[src/sv/rrbr_pkg.sv]
// Package for the round-robin backoff retry picker: widths, reset values,
// register indexes, shared types and the cursor wrap function.
// No dependencies.
package rrbr_pkg;

    localparam int NODE_COUNT    = 6;
    localparam int COUNT_BITS    = 16;
    localparam int NODE_BITS     = $clog2(NODE_COUNT);
    localparam int TIME_BITS     = 64;
    localparam int SPACING_BITS  = 27;
    localparam int BASE_BITS     = 20;
    localparam int MAXI_BITS     = 27;
    localparam int MASK_BITS     = 6;
    localparam int SEL_BITS      = 3;
    localparam int SHIFT_LIMIT   = 28;
    localparam int SHIFT_BITS    = $clog2(SHIFT_LIMIT);
    localparam int IV_BITS       = BASE_BITS + SHIFT_LIMIT - 1;

    localparam int CFG_ADDR_BITS = 2;
    localparam int CFG_DATA_BITS = 27;

    localparam int IN_FIELD_BITS = TIME_BITS + 3 * MASK_BITS;
    localparam int IN_DATA_BITS  = ((IN_FIELD_BITS + 7) / 8) * 8;
    localparam int OUT_DATA_BITS = ((SEL_BITS + 7) / 8) * 8;
    localparam int MISS_LSB      = TIME_BITS;
    localparam int BLK_LSB       = MISS_LSB + MASK_BITS;
    localparam int PRES_LSB      = BLK_LSB + MASK_BITS;

    localparam logic [SPACING_BITS-1:0] RST_MIN_SPACING  = SPACING_BITS'(100000);
    localparam logic [BASE_BITS-1:0]    RST_BASE_INTERVAL = BASE_BITS'(100000);
    localparam logic [MAXI_BITS-1:0]    RST_MAX_INTERVAL  = MAXI_BITS'(5000000);

    typedef logic [CFG_ADDR_BITS-1:0] cfg_addr_t;

    localparam cfg_addr_t REG_MIN_SPACING   = cfg_addr_t'(0);
    localparam cfg_addr_t REG_BASE_INTERVAL = cfg_addr_t'(1);
    localparam cfg_addr_t REG_MAX_INTERVAL  = cfg_addr_t'(2);

    typedef struct packed {
        logic [SPACING_BITS-1:0] min_spacing;
        logic [BASE_BITS-1:0]    base_interval;
        logic [MAXI_BITS-1:0]    max_interval;
    } cfg_t;

    typedef enum logic {
        ALU_ADD,
        ALU_SUB
    } alu_op_t;

    typedef struct packed {
        alu_op_t              op;
        logic [TIME_BITS-1:0] a;
        logic [TIME_BITS-1:0] b;
    } alu_req_t;

    typedef struct packed {
        logic [TIME_BITS-1:0] sum;
        logic                 carry;
    } alu_rsp_t;

    typedef struct packed {
        logic                  en;
        logic [NODE_BITS-1:0]  idx;
        logic [TIME_BITS-1:0]  due;
        logic [COUNT_BITS-1:0] count;
    } node_wr_t;

    typedef struct packed {
        logic [TIME_BITS-1:0]  due;
        logic [COUNT_BITS-1:0] count;
    } node_rd_t;

    typedef enum logic [3:0] {
        ST_IDLE,
        ST_GAP_DIFF,
        ST_GAP_CMP,
        ST_SCAN,
        ST_BUMP,
        ST_SHIFT,
        ST_CAP,
        ST_COMMIT,
        ST_OBSERVE,
        ST_DONE
    } state_t;

    function automatic logic [NODE_BITS-1:0] next_node(input logic [NODE_BITS-1:0] n);
        logic [NODE_BITS-1:0] r;
        if (n == NODE_BITS'(NODE_COUNT - 1))
        begin
            r = '0;
        end
        else
        begin
            r = n + NODE_BITS'(1);
        end
        return r;
    endfunction

endpackage

[src/sv/rrbr_alu.sv]
// Shared 64-bit add/subtract unit with carry out; carry on subtract means a >= b.
// Depends on rrbr_pkg.
module rrbr_alu (
    input  rrbr_pkg::alu_req_t req,
    output rrbr_pkg::alu_rsp_t rsp
);

    logic [rrbr_pkg::TIME_BITS-1:0] b_eff;
    logic [rrbr_pkg::TIME_BITS:0]   full;

    always_comb
    begin
        b_eff = (req.op == rrbr_pkg::ALU_SUB) ? ~req.b : req.b;
        full  = {1'b0, req.a} + {1'b0, b_eff}
              + (rrbr_pkg::TIME_BITS + 1)'(req.op == rrbr_pkg::ALU_SUB);
        rsp.sum   = full[rrbr_pkg::TIME_BITS-1:0];
        rsp.carry = full[rrbr_pkg::TIME_BITS];
    end

endmodule

[src/sv/rrbr_node_store.sv]
// Per-node due times and retry counts: one read port, one write port,
// and a parallel clear by presence mask. Depends on rrbr_pkg.
module rrbr_node_store (
    input  logic                             clk,
    input  logic                             rst_n,
    input  rrbr_pkg::node_wr_t               wr,
    input  logic [rrbr_pkg::NODE_COUNT-1:0]  clear,
    input  logic [rrbr_pkg::NODE_BITS-1:0]   rd_idx,
    output rrbr_pkg::node_rd_t               rd
);

    logic [rrbr_pkg::TIME_BITS-1:0]  due_reg   [rrbr_pkg::NODE_COUNT];
    logic [rrbr_pkg::COUNT_BITS-1:0] count_reg [rrbr_pkg::NODE_COUNT];

    always_ff @(posedge clk or negedge rst_n)
    begin
        if (!rst_n)
        begin
            for (int i = 0; i < rrbr_pkg::NODE_COUNT; i++)
            begin
                due_reg[i]   <= '0;
                count_reg[i] <= '0;
            end
        end
        else
        begin
            for (int i = 0; i < rrbr_pkg::NODE_COUNT; i++)
            begin
                if (clear[i])
                begin
                    due_reg[i]   <= '0;
                    count_reg[i] <= '0;
                end
                else if (wr.en && (wr.idx == rrbr_pkg::NODE_BITS'(i)))
                begin
                    due_reg[i]   <= wr.due;
                    count_reg[i] <= wr.count;
                end
            end
        end
    end

    always_comb
    begin
        rd.due   = due_reg[rd_idx];
        rd.count = count_reg[rd_idx];
    end

endmodule

[src/sv/rrbr_ctrl.sv]
// Sequencer: input capture, spacing gate, round-robin scan, backoff update
// and output register. Drives the shared ALU and the node store. Depends on rrbr_pkg.
module rrbr_ctrl (
    input  logic                                clk,
    input  logic                                rst_n,
    input  logic                                s_tvalid,
    output logic                                s_tready,
    input  logic [rrbr_pkg::IN_DATA_BITS-1:0]   s_tdata,
    input  logic                                s_tuser,
    output logic                                m_tvalid,
    input  logic                                m_tready,
    output logic [rrbr_pkg::OUT_DATA_BITS-1:0]  m_tdata,
    input  rrbr_pkg::cfg_t                      cfg,
    output rrbr_pkg::alu_req_t                  alu_req,
    input  rrbr_pkg::alu_rsp_t                  alu_rsp,
    output rrbr_pkg::node_wr_t                  node_wr,
    output logic [rrbr_pkg::NODE_COUNT-1:0]     node_clear,
    output logic [rrbr_pkg::NODE_BITS-1:0]      rd_idx,
    input  rrbr_pkg::node_rd_t                  node_rd
);

    rrbr_pkg::state_t                 state_reg,   state_next;
    logic [rrbr_pkg::TIME_BITS-1:0]   now_reg,     now_next;
    logic [rrbr_pkg::NODE_COUNT-1:0]  need_reg,    need_next;
    logic [rrbr_pkg::NODE_COUNT-1:0]  pres_reg,    pres_next;
    logic [rrbr_pkg::NODE_BITS-1:0]   idx_reg,     idx_next;
    logic [rrbr_pkg::NODE_BITS-1:0]   step_reg,    step_next;
    logic [rrbr_pkg::TIME_BITS-1:0]   diff_reg,    diff_next;
    logic [rrbr_pkg::COUNT_BITS-1:0]  cnt_reg,     cnt_next;
    logic [rrbr_pkg::IV_BITS-1:0]     iv_reg,      iv_next;
    logic [rrbr_pkg::SEL_BITS-1:0]    res_reg,     res_next;
    logic                             attempt_reg, attempt_next;
    logic [rrbr_pkg::TIME_BITS-1:0]   last_reg,    last_next;
    logic [rrbr_pkg::NODE_BITS-1:0]   cursor_reg,  cursor_next;
    logic                             out_valid_reg, out_valid_next;
    logic [rrbr_pkg::SEL_BITS-1:0]    out_data_reg,  out_data_next;
    logic [rrbr_pkg::COUNT_BITS-1:0]  cnt_less2;

    always_ff @(posedge clk or negedge rst_n)
    begin
        if (!rst_n)
        begin
            state_reg     <= rrbr_pkg::ST_IDLE;
            attempt_reg   <= 1'b0;
            last_reg      <= '0;
            cursor_reg    <= '0;
            out_valid_reg <= 1'b0;
        end
        else
        begin
            state_reg     <= state_next;
            attempt_reg   <= attempt_next;
            last_reg      <= last_next;
            cursor_reg    <= cursor_next;
            out_valid_reg <= out_valid_next;
        end
    end

    always_ff @(posedge clk)
    begin
        now_reg      <= now_next;
        need_reg     <= need_next;
        pres_reg     <= pres_next;
        idx_reg      <= idx_next;
        step_reg     <= step_next;
        diff_reg     <= diff_next;
        cnt_reg      <= cnt_next;
        iv_reg       <= iv_next;
        res_reg      <= res_next;
        out_data_reg <= out_data_next;
    end

    always_comb
    begin
        state_next     = state_reg;
        now_next       = now_reg;
        need_next      = need_reg;
        pres_next      = pres_reg;
        idx_next       = idx_reg;
        step_next      = step_reg;
        diff_next      = diff_reg;
        cnt_next       = cnt_reg;
        iv_next        = iv_reg;
        res_next       = res_reg;
        attempt_next   = attempt_reg;
        last_next      = last_reg;
        cursor_next    = cursor_reg;
        out_valid_next = out_valid_reg && !m_tready;
        out_data_next  = out_data_reg;
        alu_req.op     = rrbr_pkg::ALU_SUB;
        alu_req.a      = now_reg;
        alu_req.b      = '0;
        node_wr        = '0;
        node_clear     = '0;
        s_tready       = (state_reg == rrbr_pkg::ST_IDLE);
        cnt_less2      = cnt_reg - rrbr_pkg::COUNT_BITS'(2);

        unique case (state_reg)
            rrbr_pkg::ST_IDLE:
            begin
                if (s_tvalid)
                begin
                    now_next = s_tdata[rrbr_pkg::TIME_BITS-1:0];
                    for (int i = 0; i < rrbr_pkg::NODE_COUNT; i++)
                    begin
                        if (i < rrbr_pkg::MASK_BITS)
                        begin
                            need_next[i] = s_tdata[rrbr_pkg::MISS_LSB + i]
                                         | s_tdata[rrbr_pkg::BLK_LSB + i];
                            pres_next[i] = s_tdata[rrbr_pkg::PRES_LSB + i];
                        end
                        else
                        begin
                            need_next[i] = 1'b0;
                            pres_next[i] = 1'b0;
                        end
                    end
                    state_next = s_tuser ? rrbr_pkg::ST_OBSERVE : rrbr_pkg::ST_GAP_DIFF;
                end
            end
            rrbr_pkg::ST_GAP_DIFF:
            begin
                alu_req.b  = last_reg;
                diff_next  = alu_rsp.sum;
                state_next = rrbr_pkg::ST_GAP_CMP;
            end
            rrbr_pkg::ST_GAP_CMP:
            begin
                alu_req.a = diff_reg;
                alu_req.b = rrbr_pkg::TIME_BITS'(cfg.min_spacing);
                if (attempt_reg && !alu_rsp.carry)
                begin
                    res_next   = '0;
                    state_next = rrbr_pkg::ST_DONE;
                end
                else
                begin
                    idx_next   = cursor_reg;
                    step_next  = '0;
                    state_next = rrbr_pkg::ST_SCAN;
                end
            end
            rrbr_pkg::ST_SCAN:
            begin
                alu_req.b = node_rd.due;
                if (need_reg[idx_reg] && alu_rsp.carry)
                begin
                    state_next = rrbr_pkg::ST_BUMP;
                end
                else if (step_reg == rrbr_pkg::NODE_BITS'(rrbr_pkg::NODE_COUNT - 1))
                begin
                    res_next   = '0;
                    state_next = rrbr_pkg::ST_DONE;
                end
                else
                begin
                    idx_next  = rrbr_pkg::next_node(idx_reg);
                    step_next = step_reg + rrbr_pkg::NODE_BITS'(1);
                end
            end
            rrbr_pkg::ST_BUMP:
            begin
                cnt_next   = (&node_rd.count) ? node_rd.count
                                              : node_rd.count + rrbr_pkg::COUNT_BITS'(1);
                state_next = rrbr_pkg::ST_SHIFT;
            end
            rrbr_pkg::ST_SHIFT:
            begin
                if (cnt_reg <= rrbr_pkg::COUNT_BITS'(2))
                begin
                    iv_next = rrbr_pkg::IV_BITS'(cfg.base_interval);
                end
                else if (cfg.base_interval == '0)
                begin
                    iv_next = '0;
                end
                else if (cnt_less2 >= rrbr_pkg::COUNT_BITS'(rrbr_pkg::SHIFT_LIMIT))
                begin
                    iv_next = rrbr_pkg::IV_BITS'(cfg.max_interval);
                end
                else
                begin
                    iv_next = rrbr_pkg::IV_BITS'(cfg.base_interval)
                           << cnt_less2[rrbr_pkg::SHIFT_BITS-1:0];
                end
                state_next = rrbr_pkg::ST_CAP;
            end
            rrbr_pkg::ST_CAP:
            begin
                alu_req.a = rrbr_pkg::TIME_BITS'(iv_reg);
                alu_req.b = rrbr_pkg::TIME_BITS'(cfg.max_interval);
                if (alu_rsp.carry)
                begin
                    iv_next = rrbr_pkg::IV_BITS'(cfg.max_interval);
                end
                state_next = rrbr_pkg::ST_COMMIT;
            end
            rrbr_pkg::ST_COMMIT:
            begin
                alu_req.op    = rrbr_pkg::ALU_ADD;
                alu_req.b     = rrbr_pkg::TIME_BITS'(iv_reg);
                node_wr.en    = 1'b1;
                node_wr.idx   = idx_reg;
                node_wr.due   = alu_rsp.sum;
                node_wr.count = cnt_reg;
                last_next     = now_reg;
                attempt_next  = 1'b1;
                cursor_next   = rrbr_pkg::next_node(idx_reg);
                res_next      = rrbr_pkg::SEL_BITS'(idx_reg) + rrbr_pkg::SEL_BITS'(1);
                state_next    = rrbr_pkg::ST_DONE;
            end
            rrbr_pkg::ST_OBSERVE:
            begin
                node_clear = pres_reg;
                res_next   = '0;
                state_next = rrbr_pkg::ST_DONE;
            end
            rrbr_pkg::ST_DONE:
            begin
                if (!out_valid_reg || m_tready)
                begin
                    out_valid_next = 1'b1;
                    out_data_next  = res_reg;
                    state_next     = rrbr_pkg::ST_IDLE;
                end
            end
            default:
            begin
                state_next = rrbr_pkg::ST_IDLE;
            end
        endcase
    end

    assign rd_idx   = idx_reg;
    assign m_tvalid = out_valid_reg;
    assign m_tdata  = rrbr_pkg::OUT_DATA_BITS'(out_data_reg);

endmodule

[src/sv/round_robin_backoff_retry_picker_core.sv]
// Top level of the round-robin backoff retry picker: configuration registers
// and the sequencer, shared ALU and node store. Depends on rrbr_pkg and all rrbr_* modules.
//
// Takes one item at a time and returns one result per item. An observe item goes
// straight to its result; a select item is held off by the spacing gate, picks a
// node after a scan of one to six nodes, or ends the scan with no node eligible.
// The single 64-bit adder/subtractor serves the spacing check, the due-time compare
// of one node per cycle, the interval cap and the new due-time sum in turn. A
// finished result waits in an output register; the next item is taken while it
// waits.
module round_robin_backoff_retry_picker_core (
    input  logic                                 clk,
    input  logic                                 rst_n,
    input  logic                                 s_tvalid,
    output logic                                 s_tready,
    input  logic [rrbr_pkg::IN_DATA_BITS-1:0]    s_tdata,   // now_us, missing_mask, blocked_mask, presence_mask
    input  logic                                 s_tuser,   // mode
    output logic                                 m_tvalid,
    input  logic                                 m_tready,
    output logic [rrbr_pkg::OUT_DATA_BITS-1:0]   m_tdata,   // selected_node
    input  logic                                 cfg_we,
    input  logic [rrbr_pkg::CFG_ADDR_BITS-1:0]   cfg_addr,
    input  logic [rrbr_pkg::CFG_DATA_BITS-1:0]   cfg_data
);

    rrbr_pkg::cfg_t                   cfg_reg, cfg_next;
    rrbr_pkg::alu_req_t               alu_req;
    rrbr_pkg::alu_rsp_t               alu_rsp;
    rrbr_pkg::node_wr_t               node_wr;
    rrbr_pkg::node_rd_t               node_rd;
    logic [rrbr_pkg::NODE_COUNT-1:0]  node_clear;
    logic [rrbr_pkg::NODE_BITS-1:0]   rd_idx;

    always_ff @(posedge clk or negedge rst_n)
    begin
        if (!rst_n)
        begin
            cfg_reg.min_spacing   <= rrbr_pkg::RST_MIN_SPACING;
            cfg_reg.base_interval <= rrbr_pkg::RST_BASE_INTERVAL;
            cfg_reg.max_interval  <= rrbr_pkg::RST_MAX_INTERVAL;
        end
        else
        begin
            cfg_reg <= cfg_next;
        end
    end

    always_comb
    begin
        cfg_next = cfg_reg;
        if (cfg_we)
        begin
            unique case (cfg_addr)
                rrbr_pkg::REG_MIN_SPACING:
                    cfg_next.min_spacing = cfg_data[rrbr_pkg::SPACING_BITS-1:0];
                rrbr_pkg::REG_BASE_INTERVAL:
                    cfg_next.base_interval = cfg_data[rrbr_pkg::BASE_BITS-1:0];
                rrbr_pkg::REG_MAX_INTERVAL:
                    cfg_next.max_interval = cfg_data[rrbr_pkg::MAXI_BITS-1:0];
                default:
                    cfg_next = cfg_reg;
            endcase
        end
    end

    rrbr_alu u_alu (
        .req (alu_req),
        .rsp (alu_rsp)
    );

    rrbr_node_store u_store (
        .clk    (clk),
        .rst_n  (rst_n),
        .wr     (node_wr),
        .clear  (node_clear),
        .rd_idx (rd_idx),
        .rd     (node_rd)
    );

    rrbr_ctrl u_ctrl (
        .clk        (clk),
        .rst_n      (rst_n),
        .s_tvalid   (s_tvalid),
        .s_tready   (s_tready),
        .s_tdata    (s_tdata),
        .s_tuser    (s_tuser),
        .m_tvalid   (m_tvalid),
        .m_tready   (m_tready),
        .m_tdata    (m_tdata),
        .cfg        (cfg_reg),
        .alu_req    (alu_req),
        .alu_rsp    (alu_rsp),
        .node_wr    (node_wr),
        .node_clear (node_clear),
        .rd_idx     (rd_idx),
        .node_rd    (node_rd)
    );

endmodule

[config.mk]
export PLATFORM = sky130hd
export DESIGN_NAME = round_robin_backoff_retry_picker_core
export DESIGN_NICKNAME = d
export VERILOG_FILES = /design/src/sv/rrbr_pkg.sv /design/src/sv/rrbr_alu.sv /design/src/sv/rrbr_node_store.sv /design/src/sv/rrbr_ctrl.sv /design/src/sv/round_robin_backoff_retry_picker_core.sv
export SDC_FILE = /design/constraint.sdc
export NUM_CORES = 2
export LEC_CHECK = 0
export BUFFER_PORTS_ARGS = -buffer_cell sky130_fd_sc_hd__buf_2
export CELL_PAD_IN_SITES_DETAIL_PLACEMENT = 1
export CELL_PAD_IN_SITES_GLOBAL_PLACEMENT = 1
export CORE_MARGIN = 2
export CORE_UTILIZATION = 55
export CTS_CLUSTER_SIZE = 20
export DETAILED_ROUTE_END_ITERATION = 10
export GPL_TIMING_DRIVEN = 0
export PLACE_DENSITY_LB_ADDON = 0.1
export SYNTH_ARGS = -nofsm -noshare
export SYNTH_HDL_FRONTEND = slang
export SYNTH_HIERARCHICAL = 1
export SYNTH_SLANG_ARGS = --single-unit
[constraint.sdc]
create_clock -name clk -period 13.4 [get_ports clk]
set_clock_uncertainty 0.15 [all_clocks]
set_input_delay 2.68 -clock clk [delete_from_list [all_inputs] [get_ports clk]]
set_output_delay 2.68 -clock clk [all_outputs]
set_load 0.02 [all_outputs]
==> out/results.tsv <==
stage	metric	value	unit
sta	rsz0062_at_grt	false	
setup_path	slowest_delay	1.01	ns
logic_synthesis	ys_seq_elements	842	
global_routing	grt_max_degree	118	
sta	timing.slew.headroom	-0.0314	
die	rows	102	
setup_path	path_cells	clkbuf_1 > nand2b_1 > clkbuf_1 > clkbuf_1 > o221ai_1 > a22oi_1 > nand3_1 > xor2_1 > ha_1 > nand4_1 > or3_1 > nand2b_1 > nor2_1 > a21oi_1 > o41ai_2 > a21oi_2 > o21a_1 > o21ai_1 > inv_1 > nand2_1 > o21ai_0 > a2111oi_1 > buf_2	
routing	vias	34829	
clock_tree	clk_pin_slew	0.07	ns
logic_synthesis	synth_area_leaders	dfrtp_1 (35%), edfxtp_1 (15%), a22o_1 (11%), mux2i_1 (4.5%), nand2_1 (4.2%)	
setup_path	startpoint_type	flop	
run_status	violations	max-capacitance violations, max-slew violations	
clock_tree	insertion_delay	0.68	ns
global_routing	track_usage	0.384	
die	die-area	80500	um^2
sta	setup_ws	3.82	ns
logic_synthesis	synth.most_common_cell	dfrtp_1	
placed_design	dp_hpwl	112000	um
die	ioPinCount	133	
clock_tree	numCtsBuffers	91	
final_layout	largest_reg_flops	384	
setup_path	slowest_stage	clkbuf_1	
clock_tree	htreeDepth	3	
clock_tree	cts-resized-gates	0	
global_routing	grt_pass1_wl	234000	um
routing	routed_wl	156000	um
logic_synthesis	synth_edf_count	215	
die	die_w	284	um
clock_tree	cts_tree	yes	
logic_synthesis	yosysSeqAreaShare	0.515	
routing	drtIter0Drc	3730	
sta	fin_crit_sh	0.715	
logic_synthesis	syn-cell-area	43100	um^2
global_routing	grt_pass1_vias	36101	
logic_synthesis	yosys-top-cells-count	dfrtp_1 (607), a22o_1 (517), nand2_1 (487), edfxtp_1 (215), mux2i_1 (193)	
die	core	77500	um^2
placed_design	io_buffers	121	
sta	maxSlewViolCount	2	
logic_synthesis	syn_avg_cell_area	11.5	um^2
logic_synthesis	synth_cell_types	98	
routing	avgViaCountPerCell	6.81	
die	start_util	0.556	
routing	firstDrtPassIters	9	
final_layout	drive_above_1_share	0.160	
final_layout	syn2layout_area_growth	12.5	%
routing	ant_nets	0	
logic_synthesis	synthArstFlopShare	0.745	
die	die_y	284	um
sta	tightest_slew	1.51	ns
clock_tree	cts_setup_buffers	0	
setup_path	path_common_cell	clkbuf_1	
placed_design	pre_cts_slack	4.22	ns
setup_path	critPathTopFamily	compound AO/OA/AOI/OAI gates	
clock_tree	cts.sinks	842	
sta	max_freq	104	MHz
setup_path	cp_num_buf_inv	5	
job	drv_cap	2	
final_layout	final_nets	4192	
global_routing	antenna_found_initial	7	
setup_path	critPathMaxFanout	10	
logic_synthesis	synth_flop_cell	dfrtp_1	
run_status	status	finished, violations left	
worst_hold_path	hold_path_class	flop to flop	
routing	drc	0	
sta	whs	0.290	ns
logic_synthesis	postSynthCellCount	3752	
setup_path	cp.required	13.63	ns
clock_tree	clockBufferDepth	3	
power	vdd_drop_max	0.000129	V
sta	finalSetupViolCount	0	
global_routing	grt-ovfl-total	0	
routing	wl_per_cell	30.6	um
logic_synthesis	synth_top_cell_by_area	dfrtp_1	
setup_path	endpoint_kind	flop	
placed_design	place_area	45400	um^2
power	power_density	218	nW/um^2
logic_synthesis	yosys_warnings	6	
setup_path	worstSetupPathType	flop to flop	
placed_design	place_congestion	0.969	
sta	final.min_clock_period	9.58	ns
power	p_leak	21.4	nW
clock_tree	clockRootBuffer	clkbuf_16	
final_layout	fin_area	48500	um^2
setup_path	crit_arrival	9.81	ns
sta	hold_viol	0	
clock_tree	ctsHoldBuffers	0	
logic_synthesis	synth_top_area_share	0.353	
-- power by group --
part           switching (mW)  internal [mW]  total (mW)
clock                    1.11           1.45        2.56
combinational            3.07           1.51        4.58
sequential              0.259           3.18        3.44
-- area by class of cell --
type                    count  area, um^2
fillers                  7978       29000
flip-flops and latches    842       22200
multi-input cells        2558       19400
clock buffers             129        2580
plain buffers             300        1350
well taps                1040        1300
repair buffers            142         983
clock inverters            42         424
inverters                  56         210
diodes                      4        10.0
-- worst register-to-register path, cell delays in order (launching register included) --
cell,delay (ns)
edfxtp_1,0.49
clkbuf_1,0.95
nand2b_1,0.22
clkbuf_1,1.01
clkbuf_1,0.60
o221ai_1,0.47
a22oi_1,0.37
nand3_1,0.20
xor2_1,0.23
ha_1,0.42
nand4_1,0.20
or3_1,0.45
nand2b_1,0.28
nor2_1,0.14
a21oi_1,0.23
o41ai_2,0.75
a21oi_2,0.22
o21a_1,0.28
o21ai_1,0.38
inv_1,0.11
nand2_1,0.11
o21ai_0,0.11
a2111oi_1,0.64
buf_2,0.28
-- worst paths after layout --
kind,from,to,slack [ns],cells past startpoint
setup / recovery,u_ctrl/rd_idx[1],u_ctrl/rd_idx[2],3.82,23
hold / removal,u_ctrl/res_reg[1],u_ctrl/out_data_reg[1],0.29,0
setup reg to reg,u_ctrl/rd_idx[1],u_ctrl/rd_idx[2],3.82,23
hold reg to reg,u_ctrl/res_reg[1],u_ctrl/out_data_reg[1],0.29,0
max in group asynchronous,rst_n,cfg_reg[45],9.51,3
min in group asynchronous,rst_n,u_store/due_reg[56],1.90,1
-- layer usage --
metal,vias up,GRT usage,part of all wire
met1,18208,0.528,0.41
met3,368,0.0609,0.077
met5,-,0,0.00020
met2,1635,0.605,0.46
li1,14612,-,-
met4,6,0.166,0.051
-- cells by family (layout without fill, tap and decap cells) --
kind of cell | after synthesis | after routing | synth area share
compound gates | 1072 | 1072 | 0.201
xor+xnor | 138 | 138 | 0.0281
fa+ha+maj | 78 | 78 | 0.0228
buf+inv | 356 | 669 | 0.0362
flops | 842 | 842 | 0.515
mux | 380 | 380 | 0.100
other cells | 1 | 9 | 0.0000871
simple gates | 885 | 885 | 0.0961
-- layout by cell type (no fill, tap or decap), types with 13 or more instances in the layout --
cell type  instances
a21o_1            50
a21oi_1           77
a221o_1           16
a222oi_1          27
a22o_1           517
a22oi_1          109
a31oi_1           13
and2_1            96
buf_1             14
buf_2            210
buf_6             15
clkbuf_1         204
clkbuf_16         93
clkinv_2          23
dfrtp_1          607
dfstp_2           20
edfxtp_1         215
ha_1              77
inv_1             54
mux2_2           147
mux2_4            22
mux2i_1          193
mux4_2            18
nand2_1          487
nand2b_1          13
nand3_1           47
nand4_1           24
nor2_1            87
nor2b_1           15
nor3_1            35
o21ai_0           60
o21ai_1           14
o221ai_1          80
xnor2_1           40
xor2_1            98
-- through the flow --
step | cells | power, mW | util | TNS, ns
3_3_place_gp | 4917 | 7.75 | 0.581 | -2269.15
3_5_place_dp | 4938 | 7.88 | 0.586 | 0
4_1_cts | 5109 | 10.5 | 0.625 | 0
6_report | 5113 | 10.6 | 0.625 | 0
5_1_grt | 5109 | 11.0 | 0.625 | 0
2_1_floorplan | 3756 | 6.36 | - | 0
No activity file was read; power rests on OpenSTA's default activity.
